===== src/hdl/tdht_pkg.sv =====
`default_nettype none

package tdht_pkg;

	localparam int HISTORY_ENTRIES = 32;
	localparam int PAGE_SLOTS      = 64;
	localparam int BLOCKS_PER_PAGE = 64;
	localparam int TIME_BITS       = 16;
	localparam int MAX_DELTAS      = 8;

	// field widths on the ports
	localparam int PAGE_IN_W = 6;
	localparam int OFF_W     = 6;
	localparam int STAMP_W   = 16;
	localparam int LAT_W     = 16;
	localparam int START_W   = 16;
	localparam int DELTA_W   = 7;

	localparam int IDX_W  = $clog2(HISTORY_ENTRIES);
	localparam int CNT_W  = $clog2(HISTORY_ENTRIES + 1);
	localparam int EMIT_W = $clog2(MAX_DELTAS + 1);

	// stored page must hold any port value and the null marker
	localparam int PG_W = ($clog2(PAGE_SLOTS + 1) > PAGE_IN_W + 1) ?
		$clog2(PAGE_SLOTS + 1) : PAGE_IN_W + 1;
	localparam logic [PG_W-1:0] NULL_PAGE = PG_W'(PAGE_SLOTS);

	localparam int ENTRY_W = PG_W + OFF_W + TIME_BITS;

	// request time plus wrap bias, wide enough for the window compare
	localparam int REQ_W = ((START_W > TIME_BITS) ? START_W : TIME_BITS) + 2;

	localparam logic [1:0] REQ_INSERT     = 2'd0;
	localparam logic [1:0] REQ_INVALIDATE = 2'd1;
	localparam logic [1:0] REQ_SEARCH     = 2'd2;

	typedef enum logic [1:0] {
		OP_INSERT,
		OP_INVALIDATE,
		OP_SEARCH
	} op_t;

	typedef struct packed {
		logic start;
		op_t  op;
		logic issue;
		logic write_ins;
		logic term;
	} dp_cmd_t;

	typedef struct packed {
		logic page_ok;
		logic offs_ok;
		logic advance;
		logic pend;
		logic dup;
		logic lim;
	} dp_st_t;

endpackage

`default_nettype wire


===== src/hdl/tdht_ram.sv =====
`default_nettype none

module tdht_ram #(
	parameter int WIDTH = 8,
	parameter int DEPTH = 32
) (
	input  wire logic                     clk,
	input  wire logic                     wr_en,
	input  wire logic [$clog2(DEPTH)-1:0] wr_addr,
	input  wire logic [WIDTH-1:0]         wr_data,
	input  wire logic                     rd_en,
	input  wire logic [$clog2(DEPTH)-1:0] rd_addr,
	output logic      [WIDTH-1:0]         rd_data
);

	logic [WIDTH-1:0] mem_q [DEPTH];

	always_ff @(posedge clk) begin
		if (wr_en) begin
			mem_q[wr_addr] <= wr_data;
		end
		if (rd_en) begin
			rd_data <= mem_q[rd_addr];
		end
	end

endmodule

`default_nettype wire


===== src/hdl/tdht_ctrl.sv =====
`default_nettype none

module tdht_ctrl import tdht_pkg::*; (
	input  wire logic       clk,
	input  wire logic       arst_n,
	input  wire logic       in_valid,
	input  wire logic [1:0] req_type,
	input  wire dp_st_t     st,
	output logic            in_stall,
	output dp_cmd_t         cmd
);

	typedef enum logic [1:0] {
		S_IDLE,
		S_SWEEP,
		S_FINISH
	} state_t;

	localparam logic [CNT_W-1:0] ALL_ENTRIES   = CNT_W'(HISTORY_ENTRIES);
	localparam logic [CNT_W-1:0] OLDER_ENTRIES = CNT_W'(HISTORY_ENTRIES - 1);

	state_t           state_q;
	op_t              op_q;
	logic [CNT_W-1:0] cnt_q;
	logic [CNT_W-1:0] todo_q;
	logic             accept;
	logic             sweep_done;

	assign in_stall = (state_q != S_IDLE);
	assign accept   = in_valid && (state_q == S_IDLE);

	// stop early on a duplicate or at the delta limit; drain the read in flight
	assign sweep_done = ((cnt_q == todo_q) || st.dup || st.lim) && !st.pend;

	always_comb begin
		cmd           = '0;
		cmd.start     = accept;
		cmd.op        = op_q;
		cmd.issue     = (state_q == S_SWEEP) && (cnt_q != todo_q) && !st.dup && !st.lim
			&& st.advance;
		cmd.write_ins = (state_q == S_FINISH) && (op_q == OP_INSERT) && !st.dup;
		cmd.term      = (state_q == S_FINISH) && (op_q == OP_SEARCH) && !st.lim
			&& st.advance;
	end

	always_ff @(posedge clk or negedge arst_n) begin
		if (!arst_n) begin
			state_q <= S_IDLE;
			op_q    <= OP_INSERT;
			cnt_q   <= '0;
			todo_q  <= '0;
		end else begin
			case (state_q)
				S_IDLE: begin
					cnt_q <= '0;
					if (accept) begin
						case (req_type)
							REQ_INSERT: begin
								if (st.page_ok && st.offs_ok) begin
									op_q    <= OP_INSERT;
									todo_q  <= ALL_ENTRIES;
									state_q <= S_SWEEP;
								end
							end
							REQ_INVALIDATE: begin
								if (st.page_ok) begin
									op_q    <= OP_INVALIDATE;
									todo_q  <= ALL_ENTRIES;
									state_q <= S_SWEEP;
								end
							end
							REQ_SEARCH: begin
								op_q   <= OP_SEARCH;
								todo_q <= OLDER_ENTRIES;
								if (st.page_ok && st.offs_ok) begin
									state_q <= S_SWEEP;
								end else begin
									state_q <= S_FINISH;
								end
							end
							default: begin
								state_q <= S_IDLE;
							end
						endcase
					end
				end
				S_SWEEP: begin
					if (cmd.issue) begin
						cnt_q <= cnt_q + 1'b1;
					end
					if (sweep_done) begin
						state_q <= (op_q == OP_INVALIDATE) ? S_IDLE : S_FINISH;
					end
				end
				S_FINISH: begin
					if (op_q != OP_SEARCH || st.lim || st.advance) begin
						state_q <= S_IDLE;
					end
				end
				default: begin
					state_q <= S_IDLE;
				end
			endcase
		end
	end

endmodule

`default_nettype wire


===== src/hdl/tdht_dpath.sv =====
`default_nettype none

module tdht_dpath import tdht_pkg::*; (
	input  wire logic                 clk,
	input  wire logic                 arst_n,
	input  wire logic [PAGE_IN_W-1:0] page_slot,
	input  wire logic [OFF_W-1:0]     block_offset,
	input  wire logic [STAMP_W-1:0]   time_stamp,
	input  wire logic [LAT_W-1:0]     latency,
	input  wire logic [START_W-1:0]   start_time,
	input  wire logic                 out_stall,
	input  wire dp_cmd_t              cmd,
	output dp_st_t                    st,
	output logic                      out_valid,
	output logic signed [DELTA_W-1:0] delta,
	output logic [LAT_W-1:0]          cycle_gain,
	output logic                      found,
	output logic                      last_of_run
);

	localparam logic [REQ_W-1:0] WRAP_BIAS = REQ_W'(1) << TIME_BITS;
	localparam logic [IDX_W-1:0] LAST_IDX  = IDX_W'(HISTORY_ENTRIES - 1);
	localparam logic [EMIT_W-1:0] LAST_EMIT = EMIT_W'(MAX_DELTAS - 1);

	// request held for the whole transaction
	logic [PG_W-1:0]      page_q;
	logic [OFF_W-1:0]     offs_q;
	logic [TIME_BITS-1:0] stamp_q;
	logic [LAT_W-1:0]     lat_q;
	logic [REQ_W-1:0]     req_q;

	logic [IDX_W-1:0]     head_q;
	logic [IDX_W-1:0]     rd_addr_q;
	logic [HISTORY_ENTRIES-1:0] valid_q;

	logic                 p_valid_s1;
	logic [IDX_W-1:0]     addr_s1;
	logic                 vld_s1;

	logic                 dup_q;
	logic                 lim_q;
	logic [EMIT_W-1:0]    emit_cnt_q;
	logic                 first_q;
	logic                 bias_q;
	logic [TIME_BITS-1:0] last_time_q;

	logic                 out_valid_q;
	logic [DELTA_W-1:0]   delta_q;
	logic [LAT_W-1:0]     saved_q;
	logic                 found_q;
	logic                 last_run_q;

	logic                 wr_en;
	logic [IDX_W-1:0]     wr_addr;
	logic [ENTRY_W-1:0]   wr_data;
	logic [ENTRY_W-1:0]   rd_data;

	logic                 advance;
	logic                 proc;
	logic [PG_W-1:0]      e_page;
	logic [OFF_W-1:0]     e_off;
	logic [TIME_BITS-1:0] e_time;
	logic                 page_hit;
	logic                 off_hit;
	logic                 bias_now;
	logic [REQ_W-1:0]     win_sum;
	logic [REQ_W-1:0]     lat_x;
	logic [REQ_W-1:0]     t_x;
	logic                 in_window;
	logic                 srch_proc;
	logic                 emit;
	logic                 inv_hit;
	logic                 out_load;
	logic [DELTA_W-1:0]   delta_d;

	function automatic logic [IDX_W-1:0] idx_prev(input logic [IDX_W-1:0] i);
		return (i == '0) ? LAST_IDX : i - 1'b1;
	endfunction

	function automatic logic [IDX_W-1:0] idx_next(input logic [IDX_W-1:0] i);
		return (i == LAST_IDX) ? '0 : i + 1'b1;
	endfunction

	assign advance = !(out_valid_q && out_stall);

	// entries never written read as the null page with zero offset and time
	assign e_page = vld_s1 ? rd_data[ENTRY_W-1 -: PG_W] : NULL_PAGE;
	assign e_off  = vld_s1 ? rd_data[TIME_BITS +: OFF_W] : '0;
	assign e_time = vld_s1 ? rd_data[TIME_BITS-1:0] : '0;

	assign proc     = p_valid_s1 && advance && !dup_q && !lim_q;
	assign page_hit = (e_page == page_q);
	assign off_hit  = (e_off == offs_q);

	// sticky bias once the walk sees a time going up (timestamp wrap)
	assign bias_now  = bias_q || (!first_q && (last_time_q < e_time));
	assign win_sum   = req_q + (bias_now ? WRAP_BIAS : '0);
	assign lat_x     = REQ_W'(lat_q);
	assign t_x       = REQ_W'(e_time);
	// a window below zero wraps and accepts
	assign in_window = (win_sum < lat_x) || (t_x + lat_x <= win_sum);

	assign srch_proc = proc && (cmd.op == OP_SEARCH);
	assign emit      = srch_proc && page_hit && !off_hit && (req_q != '0) && in_window;
	assign inv_hit   = proc && (cmd.op == OP_INVALIDATE) && page_hit;
	assign out_load  = emit || cmd.term;
	assign delta_d   = DELTA_W'({1'b0, offs_q}) - DELTA_W'({1'b0, e_off});

	always_comb begin
		wr_en   = cmd.write_ins || inv_hit;
		wr_addr = cmd.write_ins ? head_q : addr_s1;
		wr_data = cmd.write_ins ? {page_q, offs_q, stamp_q} : {NULL_PAGE, e_off, e_time};
	end

	tdht_ram #(
		.WIDTH (ENTRY_W),
		.DEPTH (HISTORY_ENTRIES)
	) u_ram (
		.clk     (clk),
		.wr_en   (wr_en),
		.wr_addr (wr_addr),
		.wr_data (wr_data),
		.rd_en   (cmd.issue),
		.rd_addr (rd_addr_q),
		.rd_data (rd_data)
	);

	always_comb begin
		st         = '0;
		st.page_ok = (PG_W'(page_slot) < PG_W'(PAGE_SLOTS));
		st.offs_ok = ((OFF_W + 1)'(block_offset) < (OFF_W + 1)'(BLOCKS_PER_PAGE));
		st.advance = advance;
		st.pend    = p_valid_s1;
		st.dup     = dup_q;
		st.lim     = lim_q;
	end

	// payload
	always_ff @(posedge clk) begin
		if (cmd.start) begin
			page_q  <= PG_W'(page_slot);
			offs_q  <= block_offset;
			stamp_q <= TIME_BITS'(time_stamp);
			lat_q   <= latency;
		end
		if (cmd.issue) begin
			addr_s1 <= rd_addr_q;
			vld_s1  <= valid_q[rd_addr_q];
		end
		if (srch_proc) begin
			last_time_q <= e_time;
		end
		if (cmd.start) begin
			req_q <= REQ_W'(start_time);
		end else if (srch_proc && page_hit && off_hit) begin
			req_q <= t_x;
		end
		if (emit) begin
			delta_q    <= delta_d;
			saved_q    <= lat_q;
			found_q    <= 1'b1;
			last_run_q <= (emit_cnt_q == LAST_EMIT);
		end else if (cmd.term) begin
			delta_q    <= '0;
			saved_q    <= '0;
			found_q    <= 1'b0;
			last_run_q <= 1'b1;
		end
	end

	// control
	always_ff @(posedge clk or negedge arst_n) begin
		if (!arst_n) begin
			head_q      <= '0;
			rd_addr_q   <= '0;
			valid_q     <= '0;
			p_valid_s1  <= 1'b0;
			dup_q       <= 1'b0;
			lim_q       <= 1'b0;
			emit_cnt_q  <= '0;
			first_q     <= 1'b1;
			bias_q      <= 1'b0;
			out_valid_q <= 1'b0;
		end else begin
			if (cmd.start) begin
				rd_addr_q  <= idx_prev(head_q);
				p_valid_s1 <= 1'b0;
				dup_q      <= 1'b0;
				lim_q      <= 1'b0;
				emit_cnt_q <= '0;
				first_q    <= 1'b1;
				bias_q     <= 1'b0;
			end else begin
				if (cmd.issue) begin
					rd_addr_q <= idx_prev(rd_addr_q);
				end
				if (advance) begin
					p_valid_s1 <= cmd.issue;
				end
				if (proc && (cmd.op == OP_INSERT) && page_hit && off_hit) begin
					dup_q <= 1'b1;
				end
				if (srch_proc) begin
					first_q <= 1'b0;
					bias_q  <= bias_now;
				end
				if (emit) begin
					emit_cnt_q <= emit_cnt_q + 1'b1;
					if (emit_cnt_q == LAST_EMIT) begin
						lim_q <= 1'b1;
					end
				end
			end
			if (cmd.write_ins) begin
				valid_q[head_q] <= 1'b1;
				head_q          <= idx_next(head_q);
			end
			if (out_load) begin
				out_valid_q <= 1'b1;
			end else if (!out_stall) begin
				out_valid_q <= 1'b0;
			end
		end
	end

	assign out_valid    = out_valid_q;
	assign delta        = $signed(delta_q);
	assign cycle_gain   = saved_q;
	assign found        = found_q;
	assign last_of_run  = last_run_q;

`ifndef SYNTHESIS
	// never overwrite a result that is still waiting
	assert property (@(posedge clk) disable iff (!arst_n)
		out_load |-> !(out_valid_q && out_stall))
		else $error("result register overwritten while stalled");

	// a search that hit the delta limit gets no terminator
	assert property (@(posedge clk) disable iff (!arst_n)
		cmd.term |-> !lim_q && !emit)
		else $error("terminator after delta limit");

	// an empty result always closes the search
	assert property (@(posedge clk) disable iff (!arst_n)
		(out_valid_q && !found_q) |-> last_run_q)
		else $error("terminator not marked last");

	// the insert write and an invalidate write never collide
	assert property (@(posedge clk) disable iff (!arst_n)
		cmd.write_ins |-> !inv_hit && !dup_q)
		else $error("write port conflict");
`endif

endmodule

`default_nettype wire


===== src/hdl/timely_delta_history_table.sv =====
// Each in-range request walks the history ring through one registered RAM read,
// one entry a cycle while no result waits on a stalled output, which freezes the walk;
// a duplicate or the delta limit ends the walk early. A search's delta passes through
// the read address register and the RAM read before it reaches the output register.
// Reset clears the valid bits, head and control registers but not the RAM; unwritten
// entries read as null page, zero.
`default_nettype none

module timely_delta_history_table import tdht_pkg::*; (
	input  wire logic                 clk,
	input  wire logic                 arst_n,
	input  wire logic                 in_valid,
	output logic                      in_stall,
	input  wire logic [1:0]           req_type,
	input  wire logic [PAGE_IN_W-1:0] page_slot,
	input  wire logic [OFF_W-1:0]     block_offset,
	input  wire logic [STAMP_W-1:0]   time_stamp,
	input  wire logic [LAT_W-1:0]     latency,
	input  wire logic [START_W-1:0]   start_time,
	output logic                      out_valid,
	input  wire logic                 out_stall,
	output logic signed [DELTA_W-1:0] delta,
	output logic [LAT_W-1:0]          cycle_gain,
	output logic                      found,
	output logic                      last_of_run
);

	dp_cmd_t cmd;
	dp_st_t  st;

	tdht_ctrl u_ctrl (
		.clk      (clk),
		.arst_n   (arst_n),
		.in_valid (in_valid),
		.req_type (req_type),
		.st       (st),
		.in_stall (in_stall),
		.cmd      (cmd)
	);

	tdht_dpath u_dpath (
		.clk          (clk),
		.arst_n       (arst_n),
		.page_slot    (page_slot),
		.block_offset (block_offset),
		.time_stamp   (time_stamp),
		.latency      (latency),
		.start_time   (start_time),
		.out_stall    (out_stall),
		.cmd          (cmd),
		.st           (st),
		.out_valid    (out_valid),
		.delta        (delta),
		.cycle_gain   (cycle_gain),
		.found        (found),
		.last_of_run  (last_of_run)
	);

endmodule

`default_nettype wire


===== config.mk =====
export PLATFORM = sky130hd
export DESIGN_NAME = timely_delta_history_table
export DESIGN_NICKNAME = d
export VERILOG_FILES = /design/src/hdl/tdht_pkg.sv /design/src/hdl/tdht_ram.sv /design/src/hdl/tdht_ctrl.sv /design/src/hdl/tdht_dpath.sv /design/src/hdl/timely_delta_history_table.sv
export SDC_FILE = /design/constraint.sdc
export NUM_CORES = 1
export LEC_CHECK = 0
export ABC_AREA = 1
export BUFFER_PORTS_ARGS = -buffer_cell sky130_fd_sc_hd__buf_2
export CORE_AREA = 5 5 371 373
export CTS_CLUSTER_SIZE = 28
export DETAILED_ROUTE_END_ITERATION = 8
export DIE_AREA = 0 0 376 378
export PLACE_DENSITY = 0.5
export SETUP_SLACK_MARGIN = 0.5
export SKIP_CTS_REPAIR_TIMING = 1
export SYNTH_ARGS = -nofsm -noshare
export SYNTH_HDL_FRONTEND = slang
export SYNTH_SLANG_ARGS = --single-unit
export TNS_END_PERCENT = 10

===== constraint.sdc =====
create_clock -name clk -period 5.95 [get_ports clk]
set_input_delay 0.2975 -clock clk [delete_from_list [all_inputs] [get_ports clk]]
set_output_delay 0.2975 -clock clk [all_outputs]
set_load 0.02 [all_outputs]

==> impl_metrics.toml <==
[clock_tree]
cts_buffers = 115
clk_pin_slew_worst_paths_ns = 0.06
h-tree-depth = 3
cts_tree = "yes"
clock-sinks = 1127
cts_root_buffer = "clkbuf_16"
worstSkewPairLatency_ns = 0.76
clockBufferDepth = 3

[min_path]
hold_path_class = "primary input to flip-flop"
holdPathStages = 3

[job]
max_cap_viol_count = 0

[setup_path]
cpPeakStageDelay_ns = 0.66
path_max_fanout = 24
crit_slowest_cell = "edfxtp_1"
worstRegToRegCells = 21
path_class = "flip-flop to flip-flop"
cp.arrival_ns = 5.18
cp.required_ns = 6.18
path_delay_family = "simple AND/OR/NAND/NOR gates"
cp.depth = 21
end_kind = "flip-flop"
cp_num_buf_inv = 2
worstPathCellList = "nand2_1 -> inv_1 -> ha_1 -> inv_1 -> fa_1 -> o21ai_2 -> a21boi_2 -> o21ai_2 -> nand2_1 -> nand3_1 -> nand2_1 -> ha_1 -> nand2_1 -> nor2_1 -> nor3b_1 -> nand4_1 -> nand3_1 -> nand2_1 -> o21bai_2 -> nand2_4 -> nand2_1"
cp_common_cell = "nand2_1"
critPathLaunchType = "flip-flop"

[place]
gp_congestion = 0.828
dp_hpwl_mm = 80.2
io_buffers = 92

[yosys]
synthTopCellsByCount = "edfxtp_1, nor2_1, o21ai_0"
synth_nets = 3886
synth_enable_flop_cells = 1063
ys_seq_area_frac = 0.719
synthTopCellsByArea = "edfxtp_1, o21ai_0, nor2_1"
synth-seq-cells = 1127
synth_ff_type = "edfxtp_1"
synth_most_common_cell = "edfxtp_1"
synth.avg_cell_area_um2 = 12.4
yosys.area.top_type_share = 0.685
syn_area_um2 = 46600
synthArstFlopShare = 0.0559
synth_cells = 3747
synth.distinct_cells = 56
yosys.area.top_type = "edfxtp_1"
yosysWarnings = 0

[sta]
rsz0062_at_grt = "no"
fmax_mhz = 202
timing.hold.ws_ns = -0.0207
max_slew.worst_pin.slew_ns = 1.25
period_share = 0.833
setup_tns_ns = 0
slew_headroom = 0.164
hold_viol = 1
maxSlewViolCount = 0
min_period_ns = 4.96
fin_worst_skew_ns = 0.0596
setup_viol = 0

[pwr]
p_clk_frac = 0.267
power_density_nw_per_um2 = 505
p_leak_uw = 0.0188
swShare = 0.382
pwr-share-seq = 0.388
power.total_uw = 27300
intPower_uw = 16900
vdd_drop_max_v = 0.000520
p_comb_frac = 0.345
switching_power_uw = 10400

[grt]
grt_first_pass_wirelength_mm = 199
grt_pass1_vias = 28771
grt_antenna_before_repair = 1
grt.total_usage = 0.189
grt_max_degree = 185
overflow = 0

[die]
dieArea_um2 = 142000
die_w_um = 376
num_rows = 135
initial_core_util = 0.347
ioPinCount = 93
die_h_um = 378
core_area_um2 = 134000

[layout]
antenna_cells = 0
layout.nets = 4046
areaGrowthSynthToFinish_pct = 16.0
layout-drive-gt1-share = 0.122

[drt]
wire_per_inst_um = 24.0
viasPerCell = 5.28
drt_iter0_markers = 2723
wl_mm = 139
vias = 30526
drcViolationCount = 0
dr.pass1.iters = 6
drtAntennaViolNets = 0

[status]
outcome = "finished with violations"
failed_checks = "negative hold slack"
[through the flow]
stage	cells	area, um^2	utilization	setup slack [ns]	hold WS (ns)
after floorplan	3747	46600	-	1.25	0.00191
after global placement	5507	49600	0.370	1.03	0.438
after detailed placement	5507	49600	0.370	0.950	0.441
after CTS	5722	53400	0.398	0.925	-0.346
after global routing	5786	54000	0.402	0.614	0.0247
final	5786	54000	0.402	0.995	-0.0207
[worst min-delay path, stage by stage]
cell     delay (ns)
buf_2          0.08
nand2_1        0.09
o21ai_0        0.11
[power groups by stage]
stage               sequential (uW)  combinational, uW  clock, uW
CTS                           10600               9420       7450
detailed placement            10700               9390          0
global placement              10800               9370          0
global route                  10600              10400       7750
floorplan                     10500               6100          0
finish                        10600               9410       7300
[registers in the layout, indices dropped and copies added (netlist names), 2 cells and up]
| signal | flops |
|---|---|
| u_ctrl.cnt_q | 6 |
| u_dpath.u_ram.mem_q | 928 |
| u_dpath.rd_addr_q | 5 |
| u_dpath.head_q | 5 |
| u_dpath.cycle_gain | 16 |
| u_dpath.stamp_q | 16 |
| u_dpath.page_q | 6 |
| u_dpath.delta | 7 |
| u_dpath.req_q | 16 |
| u_dpath.last_time_q | 16 |
| u_dpath.emit_cnt_q | 4 |
| u_ctrl.todo_q | 2 |
| u_ctrl.state_q | 2 |
| u_dpath.addr_s1 | 5 |
| u_dpath.u_ram.rd_data | 29 |
| u_dpath.offs_q | 6 |
| u_dpath.valid_q | 32 |
| u_dpath.lat_q | 16 |
[routing by layer]
layer | wire [um] | track usage
met1 | 61100 | 0.260
met3 | 8370 | 0.0310
met2 | 65700 | 0.310
met5 | 0 | 0
met4 | 3730 | 0.0578
[layout make-up]
class                   instances  area [um^2]
clock inverters                84          830
multi-input cells            2177        11600
fillers                     12630        80200
well taps                    1781         2230
clock buffers                 131         2960
repair buffers                262         2030
inverters                     224          857
flip-flops and latches       1127        33500
[final timing paths]
kind | slack (ns) | endpoint | start
worst max-delay path | 0.99 | u_dpath.cycle_gain[1] | u_dpath.vld_s1
worst min-delay path | -0.02 | u_dpath.req_q[11] | start_time[11]
worst max register to register | 0.99 | u_dpath.cycle_gain[1] | u_dpath.vld_s1
worst min register to register | 0.45 | u_dpath.valid_q[14] | u_dpath.valid_q[14]
max in group asynchronous | 5.02 | u_dpath.rd_addr_q[2] | arst_n
min in group asynchronous | 0.27 | u_ctrl.todo_q[4] | arst_n
[logic make-up after synthesis]
group	after synthesis	synth area share
compound gates	981	0.122
xor+xnor	20	0.00376
fa+ha+maj	73	0.0199
buf+inv	443	0.0377
flops	1127	0.719
simple gates	1103	0.0976
[layout by cell type, fill, tap and decap left out, types with 4 or more instances in the layout]
cell / instances
edfxtp_1: 1063
clkinv_2: 26
bufinv_16: 13
o211ai_1: 39
clkinv_1: 31
o22ai_1: 160
o21ai_1: 31
o21a_1: 5
ha_1: 71
nand4_1: 41
o31ai_1: 6
inv_2: 16
nor2_1: 534
o221ai_1: 79
o21bai_1: 16
buf_12: 11
a31o_2: 10
nand3_1: 96
inv_1: 204
o21ai_2: 22
a21oi_1: 57
nor4_1: 8
clkbuf_16: 116
dfrtp_1: 57
o21ai_0: 541
buf_4: 95
dfrtp_4: 4
dlygate4sd3_1: 64
nor2_4: 25
nand2_1: 338
nor3_1: 18
nor2_2: 21
xor2_1: 14
xnor2_1: 6
buf_2: 92
clkbuf_1: 15
clkinvlp_4: 6
Power figures use the tool's default switching activity.
